$ cat src/stable_priority_queue_top_macros.svh
// ----------------------------------------------------------------------------
// stable_priority_queue_top_macros.svh
// Assertion macros shared by the priority queue RTL.
// ----------------------------------------------------------------------------
`ifndef STABLE_PRIORITY_QUEUE_TOP_MACROS_SVH
`define STABLE_PRIORITY_QUEUE_TOP_MACROS_SVH

// Check that cons holds in the same cycle as ante.
`define SPQ_ASSERT_NOW(label, clk, rst, ante, cons, msg) \
   label: assert property (@(posedge clk) disable iff (rst) (ante) |-> (cons)) \
      else $error(msg);

// Check that cons holds in the cycle after ante.
`define SPQ_ASSERT_NEXT(label, clk, rst, ante, cons, msg) \
   label: assert property (@(posedge clk) disable iff (rst) (ante) |=> (cons)) \
      else $error(msg);

`endif

$ cat src/spq_pkg.sv
// ----------------------------------------------------------------------------
// spq_pkg
// Types and codes shared by the priority queue cells and top level.
// ----------------------------------------------------------------------------
package spq_pkg;

   localparam logic OP_INSERT  = 1'b0;
   localparam logic OP_EXECUTE = 1'b1;

   typedef enum logic [1:0] {
      STATUS_OK    = 2'd0,
      STATUS_EMPTY = 2'd1,
      STATUS_FULL  = 2'd2
   } spq_status_type;

   // Per-cycle command broadcast to every cell
   typedef struct packed {
      logic ins_en;
      logic pop_en;
   } spq_ctrl_type;

endpackage

$ cat src/spq_cell.sv
// ----------------------------------------------------------------------------
// spq_cell
// One slot of the sorted queue: holds a tag and a priority, and on each
// command either keeps them, takes the new item, or shifts from a neighbour.
// ----------------------------------------------------------------------------
module spq_cell #(
   parameter int PRIO_BITS  = 8,
   parameter int TAG_BITS   = 8,
   parameter int CNT_BITS   = 5,
   parameter int CELL_INDEX = 0
) (
   input  logic                 clock,
   input  spq_pkg::spq_ctrl_type ctrl,
   input  logic [CNT_BITS-1:0]  count,
   input  logic [TAG_BITS-1:0]  new_tag,
   input  logic [PRIO_BITS-1:0] new_prio,
   input  logic                 prev_gt,
   input  logic [TAG_BITS-1:0]  prev_tag,
   input  logic [PRIO_BITS-1:0] prev_prio,
   input  logic [TAG_BITS-1:0]  next_tag,
   input  logic [PRIO_BITS-1:0] next_prio,
   output logic [TAG_BITS-1:0]  tag,
   output logic [PRIO_BITS-1:0] prio,
   output logic                 gt
);

   logic [TAG_BITS-1:0]  tag_ff;
   logic [TAG_BITS-1:0]  tag_in;
   logic [PRIO_BITS-1:0] prio_ff;
   logic [PRIO_BITS-1:0] prio_in;
   logic                 occupied;

   assign occupied = CNT_BITS'(CELL_INDEX) < count;
   // An empty slot ranks behind everything, so the new item lands there
   assign gt = !occupied || (prio_ff > new_prio);

   always_comb begin
      tag_in  = tag_ff;
      prio_in = prio_ff;
      if (ctrl.pop_en) begin
         tag_in  = next_tag;
         prio_in = next_prio;
      end else if (ctrl.ins_en) begin
         if (prev_gt) begin
            tag_in  = prev_tag;
            prio_in = prev_prio;
         end else if (gt) begin
            tag_in  = new_tag;
            prio_in = new_prio;
         end
      end
   end

   always_ff @(posedge clock) begin
      tag_ff  <= tag_in;
      prio_ff <= prio_in;
   end

   assign tag  = tag_ff;
   assign prio = prio_ff;

endmodule

$ cat src/stable_priority_queue_top.sv
// ----------------------------------------------------------------------------
// stable_priority_queue_top
// Sorted priority queue built as a row of compare-and-shift cells.
// Latency: one result per item, on rsp_valid in the cycle after acceptance.
// Throughput: one item per cycle; busy stays low, set by the compare and shift
// across the cell row, which every cell completes into its registers together.
// Reset clears the pending count and the result strobe; cell contents are
// left as they are and only slots below the count are ever read.
// ----------------------------------------------------------------------------
`include "stable_priority_queue_top_macros.svh"

module stable_priority_queue_top #(
   parameter int QUEUE_DEPTH = 16,
   parameter int PRIO_BITS   = 8,
   parameter int TAG_BITS    = 8
) (
   input  logic                               clock,
   input  logic                               reset,
   input  logic                               start,
   output logic                               busy,
   input  logic                               req_op,
   input  logic [TAG_BITS-1:0]                req_process_tag,
   input  logic [PRIO_BITS-1:0]               req_prio,
   output logic                               rsp_valid,
   output logic [1:0]                         rsp_status,
   output logic                               rsp_served_valid,
   output logic [TAG_BITS-1:0]                rsp_served_tag,
   output logic [PRIO_BITS-1:0]               rsp_served_prio,
   output logic [$clog2(QUEUE_DEPTH+1)-1:0]   rsp_pending_count
);
   import spq_pkg::*;

   localparam int CNT_BITS = $clog2(QUEUE_DEPTH + 1);
   localparam logic [CNT_BITS-1:0] FULL_COUNT = CNT_BITS'(QUEUE_DEPTH);

   logic [TAG_BITS-1:0]  cell_tag  [QUEUE_DEPTH];
   logic [PRIO_BITS-1:0] cell_prio [QUEUE_DEPTH];
   logic                 cell_gt   [QUEUE_DEPTH];

   spq_ctrl_type         ctrl;
   logic                 is_full;
   logic                 is_empty;

   logic [CNT_BITS-1:0]  count_ff;
   logic [CNT_BITS-1:0]  count_in;
   logic                 rsp_valid_ff;
   spq_status_type       status_ff;
   spq_status_type       status_in;
   logic                 served_valid_ff;
   logic [TAG_BITS-1:0]  served_tag_ff;
   logic [TAG_BITS-1:0]  served_tag_in;
   logic [PRIO_BITS-1:0] served_prio_ff;
   logic [PRIO_BITS-1:0] served_prio_in;

   assign busy     = 1'b0;
   assign is_full  = count_ff == FULL_COUNT;
   assign is_empty = count_ff == '0;

   assign ctrl.ins_en = start && (req_op == OP_INSERT) && !is_full;
   assign ctrl.pop_en = start && (req_op == OP_EXECUTE) && !is_empty;

   for (genvar i = 0; i < QUEUE_DEPTH; i++) begin : g_cell
      logic                 prev_gt;
      logic [TAG_BITS-1:0]  prev_tag;
      logic [PRIO_BITS-1:0] prev_prio;
      logic [TAG_BITS-1:0]  next_tag;
      logic [PRIO_BITS-1:0] next_prio;

      if (i == 0) begin : g_head
         assign prev_gt   = 1'b0;
         assign prev_tag  = req_process_tag;
         assign prev_prio = req_prio;
      end else begin : g_body
         assign prev_gt   = cell_gt[i-1];
         assign prev_tag  = cell_tag[i-1];
         assign prev_prio = cell_prio[i-1];
      end

      if (i == QUEUE_DEPTH - 1) begin : g_tail
         // Tail slot falls out of range on a pop; hold its contents
         assign next_tag  = cell_tag[i];
         assign next_prio = cell_prio[i];
      end else begin : g_inner
         assign next_tag  = cell_tag[i+1];
         assign next_prio = cell_prio[i+1];
      end

      spq_cell #(
         .PRIO_BITS  (PRIO_BITS),
         .TAG_BITS   (TAG_BITS),
         .CNT_BITS   (CNT_BITS),
         .CELL_INDEX (i)
      ) u_cell (
         .clock     (clock),
         .ctrl      (ctrl),
         .count     (count_ff),
         .new_tag   (req_process_tag),
         .new_prio  (req_prio),
         .prev_gt   (prev_gt),
         .prev_tag  (prev_tag),
         .prev_prio (prev_prio),
         .next_tag  (next_tag),
         .next_prio (next_prio),
         .tag       (cell_tag[i]),
         .prio      (cell_prio[i]),
         .gt        (cell_gt[i])
      );
   end

   always_comb begin
      count_in = count_ff;
      if (ctrl.ins_en) begin
         count_in = count_ff + 1'b1;
      end else if (ctrl.pop_en) begin
         count_in = count_ff - 1'b1;
      end
   end

   always_comb begin
      status_in      = STATUS_OK;
      served_tag_in  = '0;
      served_prio_in = '0;
      if (req_op == OP_INSERT) begin
         if (is_full) begin
            status_in = STATUS_FULL;
         end
      end else if (is_empty) begin
         status_in = STATUS_EMPTY;
      end else begin
         served_tag_in  = cell_tag[0];
         served_prio_in = cell_prio[0];
      end
   end

   always_ff @(posedge clock) begin
      if (reset) begin
         count_ff     <= '0;
         rsp_valid_ff <= 1'b0;
      end else begin
         count_ff     <= count_in;
         rsp_valid_ff <= start;
      end
   end

   always_ff @(posedge clock) begin
      if (start) begin
         status_ff       <= status_in;
         served_valid_ff <= ctrl.pop_en;
         served_tag_ff   <= served_tag_in;
         served_prio_ff  <= served_prio_in;
      end
   end

   assign rsp_valid         = rsp_valid_ff;
   assign rsp_status        = status_ff;
   assign rsp_served_valid  = served_valid_ff;
   assign rsp_served_tag    = served_tag_ff;
   assign rsp_served_prio   = served_prio_ff;
   assign rsp_pending_count = count_ff;

   `SPQ_ASSERT_NOW(a_count_bound, clock, reset, 1'b1, count_ff <= FULL_COUNT, "count overflow")
   `SPQ_ASSERT_NEXT(a_rsp_follows, clock, reset, start, rsp_valid, "missing result")
   `SPQ_ASSERT_NEXT(a_full_drop, clock, reset, start && req_op == OP_INSERT && is_full, count_ff == FULL_COUNT && rsp_status == STATUS_FULL, "full insert not dropped")
   `SPQ_ASSERT_NOW(a_served_ok, clock, reset, rsp_valid && rsp_served_valid, rsp_status == STATUS_OK, "served item with bad status")
   `SPQ_ASSERT_NOW(a_head_order, clock, reset, count_ff >= CNT_BITS'(2), cell_prio[0] <= cell_prio[1], "head out of order")

endmodule
$ cat config.mk
export PLATFORM = sky130hd
export DESIGN_NAME = stable_priority_queue_top
export DESIGN_NICKNAME = d
export VERILOG_FILES = /design/src/spq_pkg.sv /design/src/spq_cell.sv /design/src/stable_priority_queue_top.sv
export VERILOG_INCLUDE_DIRS = /design/src /design/src/src
export SDC_FILE = /design/constraint.sdc
export NUM_CORES = 1
export LEC_CHECK = 0
export ABC_CLOCK_PERIOD_IN_PS = 4230
export BUFFER_PORTS_ARGS = -buffer_cell sky130_fd_sc_hd__buf_2
export CAP_MARGIN = 20
export CORE_MARGIN = 2
export CORE_UTILIZATION = 30
export DETAILED_ROUTE_END_ITERATION = 6
export PLACE_DENSITY = 0.4
export SYNTH_ARGS = -nofsm -noshare
export SYNTH_HDL_FRONTEND = slang
export SYNTH_SLANG_ARGS = --single-unit
$ cat constraint.sdc
create_clock -name clock -period 4.23 [get_ports clock]
set_input_delay 0.423 -clock clock [delete_from_list [all_inputs] [get_ports clock]]
set_output_delay 0.423 -clock clock [all_outputs]
set_load 0.03 [all_outputs]
==> impl_metrics.ini, run 1 <==
[routing]
vias_per_cell = 5.13
drtIter0Drc = 728
ant_nets = 0
routedWlPerCell_um = 20.3
vias = 12320
finalWirelength_um = 48700
drc_errors = 0
drt-pass1-iter-count = 5

[clocking]
cts-root-to-sink-buffers = 3
holdBufCountCts = 0
htreeDepth = 2
clock_latency_ps = 570
cts_buffers = 36
post-cts-setup-buffers = 0
cts_tree = built
cts.sinks = 281
post_cts_resized = 0
clkTransAtPathRegs_ps = 60
cts_root_buf = clkbuf_16

[floorplan]
core_area_mm2 = 0.0553
die_h_um = 241
rows = 86
dieArea_mm2 = 0.0581
die_w_um = 241
initial_core_util_pct = 30.5
ioPinCount = 46

[timing]
finalCriticalPeriod_ps = 3010
final_hold_viol_count = 0
finalSetupViolCount = 0
max_slew_margin_pct = 43.1
fin_skew_ps = 21.6
drv_slew = 0
tns_ps = 0
max_freq_ghz = 0.333
whs_ps = 122
worst_pin_slew_ps = 854
rsz0062_at_grt = false
min_period_over_period_pct = 71.1

[setup_path]
regToRegSetupSlack_ps = 1220
rr_startpoint = rsp_pending_count[3]$_SDFFE_PP0P_
criticalPathCategory = register to register
critPathArrivalTime_ps = 3310
crit_fanout = 60
cp-end-kind = register
worstRegToRegCells = 8
cp.required_ps = 4530
r2r-end = g_cell[0].u_cell.tag[2]$_DFFE_PP_
crit_path_start_kind = register

[logic_synthesis]
postSynth.asyncResetShare_pct = 0
syn-num-nets = 1738
synthDominantCellAreaShare_pct = 49.0
yosys.area.top_type = edfxtp_1
ys_types = 56
synth_edf_count = 275
synthTopCellsByArea = edfxtp_1, mux2i_1, ha_1, a21oi_1, nor2_1
yosysSeqAreaShare_pct = 49.7
ys_warn_count = 0
avgSynthCellArea_um2 = 10.6
synth_ff_type = edfxtp_1
ys_seq_elements = 281
synthCells = 1586
syn_area_mm2 = 0.0169

[min_path]
min-delay-path-class = input pin to register
min_from = reset
worst_hold_path.endpoint = rsp_pending_count[4]$_SDFFE_PP0P_
hold_depth = 2

[global_routing]
grt_max_degree = 158
grt_pass1_wl_um = 76100
antenna_found_initial = 3
grt.overflow.total = 0
grtUsageTotal_pct = 17.0
grt_pass1_vias = 12744

[power]
peakVddDrop_uv = 312
leakage_nw = 7.14
p_per_area_mw_per_mm2 = 678

[placed_design]
numPortBuffers = 44
dp_hpwl_um = 35700
place.gp.congestion = 0.783
postPlaceCellArea_mm2 = 0.0182

[layout]
syn2layout_area_growth_pct = 14.7
postLayoutCellArea_mm2 = 0.0193
num-nets-final = 1782
drive_gt1_share_pct = 12.9
fill_cells = 5692

[job]
maxCapViolations = 0

[run_status]
outcome = completed
[cells in the final DEF (no fill, tap or decap), types with 6 or more instances in the layout]
cell type  netlist  layout
and2_1          12      12
dfxtp_1          6       6
nor2_1         221     220
nor2b_1         15      15
and3_1          19      19
buf_12           0       7
mux2i_1        175     175
a221o_1         16      16
a21oi_2         11      12
inv_1           27      27
o211ai_1        14      14
a21oi_1        277     276
clkinv_1         0      11
a31oi_1         25      16
buf_2           64      44
nand2b_1        11      11
nor3_2           1       8
clkbuf_16        0      36
nand2_1        100     100
mux2_2          16      16
edfxtp_1       275     275
a31oi_2          0       9
o21a_1          11      11
ha_1           132     132
nand4_1         31      31
o21ai_0         29      28
buf_4            1      62
[Yosys cell counts, types with 2 or more instances]
| cell type | instances |
|---|---|
| nand4_1 | 31 |
| xnor2_1 | 3 |
| a31oi_1 | 25 |
| dfxtp_1 | 6 |
| clkbuf_1 | 40 |
| ha_1 | 132 |
| nand2b_1 | 11 |
| o21a_1 | 11 |
| a221o_1 | 16 |
| and2_0 | 5 |
| a22oi_1 | 3 |
| a21o_1 | 5 |
| o21ai_0 | 29 |
| nor2_1 | 221 |
| a21oi_2 | 11 |
| mux2i_1 | 175 |
| edfxtp_1 | 275 |
| o211ai_1 | 14 |
| nor3_1 | 9 |
| inv_1 | 27 |
| o22ai_1 | 2 |
| mux2_2 | 16 |
| nor2b_1 | 15 |
| a21oi_1 | 277 |
| and3_1 | 19 |
| and2_1 | 12 |
| buf_2 | 64 |
| nand3_1 | 5 |
| nand2_1 | 100 |
[registers in the layout, summed over array words and instances (netlist names)]
register and flops:
rsp_status 2, g_cell.u_cell.tag 128, rsp_valid 1, rsp_served_tag 8, rsp_served_prio 8, g_cell.u_cell.prio 128, rsp_served_valid 1, rsp_pending_count 5
[routing by layer]
metal  GRT usage, %  vias to the layer above  routed length, um
met3           2.77                       33               1550
met1           24.9                     6137              25000
li1               -                     5985                  -
met4           3.11                        4                541
met2           26.7                      161              21600
met5              0                        -                 26
[how the worst max path moves through the flow]
stage	start	end	slack, ps
5_1_grt	rsp_pending_count[4]$_SDFFE_PP0P_	g_cell[0].u_cell.prio[6]$_DFFE_PP_	980
3_3_place_gp	req_prio[2]	g_cell[4].u_cell.prio[2]$_DFFE_PP_	760
4_1_cts	rsp_pending_count[4]$_SDFFE_PP0P_	g_cell[0].u_cell.tag[2]$_DFFE_PP_	1170
3_5_place_dp	req_prio[3]	g_cell[6].u_cell.tag[2]$_DFFE_PP_	680
2_1_floorplan	req_prio[3]	g_cell[0].u_cell.prio[0]$_DFFE_PP_	810
6_report	rsp_pending_count[3]$_SDFFE_PP0P_	g_cell[0].u_cell.tag[2]$_DFFE_PP_	1220
[layout make-up]
| class | instances | area [um2] | share of cell area [%] |
|---|---|---|---|
| Clock buffer | 41 | 920 | 4.75 |
| Inverter | 28 | 105 | 0.543 |
| Multi-Input combinational cell | 1170 | 8000 | 41.4 |
| Clock inverter | 20 | 169 | 0.873 |
| Antenna cell | 2 | 5.00 | 0.0259 |
| Tap cell | 748 | 936 | 4.84 |
| Timing Repair Buffer | 113 | 826 | 4.27 |
| Sequential cell | 281 | 8380 | 43.3 |
[worst max-delay path, cell delays in order, from the launching register on]
cell,delay (ps)
dfxtp_1,290
buf_4,190
nor3_2,530
nand2_1,210
nand3_4,140
buf_12,280
buf_4,480
o21ai_1,310
buf_4,290
[power by group]
part / switching (W) / internal, W
combinational: 0.00290 / 0.00203
clock: 0.00128 / 0.00164
sequential: 0.000707 / 0.00456
[cells by family after synthesis]
family | synth area share (%)
simple gates | 11.6
compound gates | 13.6
fa+ha+maj | 9.80
buf+inv | 3.57
flops | 49.7
xor+xnor | 0.208
mux | 11.5
other cells | 0.0222
[through the flow]
step                      setup WS (ps)  total power [W]  utilization [%]  instances
final                              1220           0.0131             35.0       2403
after global routing                979           0.0141             35.0       2401
after CTS                          1170           0.0133             35.0       2401
after detailed placement            681           0.0103             33.0       2340
after global placement              762           0.0102             33.0       2340
after floorplan                     806          0.00860                -       1586
Note: power is estimated with default switching activity, not from simulation.
==> inputs of run 2 (changes only) <==
Settings changed: ABC_AREA set to 1, ABC_CLOCK_PERIOD_IN_PS 4230 to 2600, PLACE_DENSITY 0.4 to 0.42.
Clock period 4.23 ns to 2.6 ns, I/O delays scaled along.
==> run 2 against run 1 <==
Against the previous run: register-to-register slack got worse by 960 ps; sequential share of layout area fell by 5.2 points; critical path depth rose by 7; core utilization rose by 0.77 points; via count rose by 34%; combinational power rose by 86%; final area rose by 14%; worst setup slack got worse by 1100 ps; first-iteration DRC count rose by 67%; synthesized cell count rose by 53%; critical endpoint is now g_cell[10].u_cell.tag[3]$_DFFE_PP_.
==> impl_metrics.ini, run 2 <==
[logic_synthesis]
synthCells = 2421
synthTopCellsByArea = edfxtp_1, nand2_1, nand3_1, ha_1, inv_1
ys_types = 31
ys_seq_elements = 281
yosys.area.top_type = edfxtp_1
synthDominantCellAreaShare_pct = 44.4
syn-num-nets = 2573
synth_ff_type = edfxtp_1
ys_warn_count = 0
avgSynthCellArea_um2 = 7.69
ys_top_cells_by_count = nand2_1, nand3_1, inv_1
yosysMostFrequentCell = nand2_1
synth_edf_count = 275
postSynth.asyncResetShare_pct = 0
syn_area_mm2 = 0.0186
yosysSeqAreaShare_pct = 45.0

[power]
peakVddDrop_uv = 489
p_int_w = 0.0139
switching_share_pct = 40.6
p_per_area_mw_per_mm2 = 1060
p_sw_w = 0.00947
p_comb_share_pct = 39.4
seq_power_share_pct = 38.4
p_clk_share_pct = 22.3
leakage_nw = 10.8

[job]
maxCapViolations = 0

[timing]
max_slew_margin_pct = 53.2
fin_ws_ps = 100
fin_skew_ps = 29.6
drv_slew = 0
final_hold_viol_count = 0
min_period_over_period_pct = 96.1
finalSetupViolCount = 0
worst_pin_slew_ps = 702
finalCriticalPeriod_ps = 2500
max_freq_ghz = 0.400
rsz0062_at_grt = false

[layout]
mostFrequentLayoutCells = nand2_1, nand3_1, inv_1, edfxtp_1, ha_1
fin_util_pct = 35.7
fill_cells = 6483
drive_gt1_share_pct = 9.78
mostFrequentLayoutCell = nand2_1
num-nets-final = 2676
syn2layout_area_growth_pct = 18.1
n_antenna_cell = 0

[routing]
ant_nets = 0
drc_errors = 0
drt-pass1-iter-count = 6
finalWirelength_um = 63500
drtIter0Drc = 1219
vias_per_cell = 4.95
vias = 16558
routedWlPerCell_um = 19.0

[clocking]
post-cts-setup-buffers = 0
cts_buffers = 39
cts.sinks = 281
cts-root-to-sink-buffers = 3
clock_latency_ps = 580
htreeDepth = 2
cts_root_buf = clkbuf_16
clkTransAtPathRegs_ps = 60
cts_tree = built

[placed_design]
dp_slack_ps = 53.7
numPortBuffers = 44
place.gp.congestion = 0.812
dp_hpwl_um = 45200

[floorplan]
core_area_mm2 = 0.0615
ioPinCount = 46
die_w_um = 253
die_h_um = 253
initial_core_util_pct = 30.3
dieArea_mm2 = 0.0640
rows = 91

[setup_path]
crit_fanout = 19
criticalPathCategory = input pin to register
crit_path_start_kind = input pin
critPathArrivalTime_ps = 2810
cp.required_ps = 2910
cp-end-kind = register

[global_routing]
grt_pass1_wl_um = 97600
antenna_found_initial = 2
grt_pass1_vias = 16718
grtUsageTotal_pct = 19.9
grt_max_degree = 145
grt.overflow.total = 0

[min_path]
min-delay-path-class = input pin to register

[run_status]
outcome = completed
## run 2: logic make-up (layout without fill, tap and decap cells)
kind of cell             Yosys count  in the layout  share of synthesized area (%)
AO/OA/AOI/OAI                    108            108                           3.53
XOR/XNOR                           2              2                         0.0941
adder cells (fa/ha/maj)          132            132                           8.87
buffers and inverters            430            564                           9.34
flip-flops                       281            281                           45.0
other                              1              1                         0.0201
AND/OR/NAND/NOR                 1467           1467                           33.1
## run 2: layer usage
layer / share of wire (%) / GRT usage, % / up-vias
li1: - / - / 8116
met1: 46 / 26.1 / 8024
met2: 49 / 34.6 / 326
met3: 3.6 / 2.21 / 92
met4: 2.2 / 5.48 / 0
met5: 0 / 0 / -
## run 2: stage by stage
| step | hold slack [ps] | std cells | area (um2) | TNS, ps | power, W |
|---|---|---|---|---|---|
| finish | 20.6 | 3345 | 22000 | 0 | 0.0233 |
| CTS | 2.44 | 3345 | 22000 | 0 | 0.0236 |
| floorplan | 329 | 2421 | 18700 | -4140 | 0.0146 |
| global placement | 455 | 3259 | 20600 | 0 | 0.0181 |
| global route | 13.1 | 3345 | 22000 | 0 | 0.0252 |
| detailed placement | 462 | 3259 | 20600 | 0 | 0.0182 |
## run 2: path summary, 6_finish.rpt
path,depth (start not counted),endpoint,slack (ps),from
worst min-delay path,3,g_cell[0].u_cell.tag[5]$_DFFE_PP_,20,req_process_tag[5]
worst max-delay path,15,g_cell[10].u_cell.tag[3]$_DFFE_PP_,100,req_prio[6]
worst max register to register,10,g_cell[1].u_cell.tag[6]$_DFFE_PP_,260,rsp_pending_count[3]$_SDFFE_PP0P_
worst min register to register,2,g_cell[14].u_cell.tag[1]$_DFFE_PP_,520,g_cell[15].u_cell.tag[1]$_DFFE_PP_
## run 2: worst max-delay path, stage by stage
cell	delay [ps]
dlygate4sd3_1	530
buf_2	130
clkinv_1	150
buf_12	200
buf_4	180
ha_1	290
nand2_1	90
a21oi_1	50
nor2_1	150
nand2_1	70
nand2_1	150
nand2_4	100
a21oi_4	140
nand2_1	100
buf_12	170
## run 2: power groups by stage
| stage | logic, W | registers, W | clock network [W] |
|---|---|---|---|
| final | 0.00919 | 0.00895 | 0.00519 |
| after global placement | 0.00908 | 0.00906 | 0 |
| after global routing | 0.0106 | 0.00913 | 0.00549 |
| after CTS | 0.00925 | 0.00897 | 0.00534 |
| after floorplan | 0.00615 | 0.00840 | 0 |
| after detailed placement | 0.00920 | 0.00904 | 0 |
## run 2: timing repair
action | in CTS | in global routing
setup endpoints to repair | 0 | 109
hold endpoints to repair | 16 | 0
hold buffers | 14 | 0
gates resized for setup | 0 | 7
## run 2: final cells by class
class                           instances  area [um2]  share of cell area, %
Tap cell                              790         988                   4.50
Multi-Input combinational cell       1710        8550                   38.9
Clock buffer                           55        1060                   4.81
Sequential cell                       281        8380                   38.1
Timing Repair Buffer                  181        1690                   7.68
Inverter                              311        1170                   5.35
Clock inverter                         17         136                  0.621
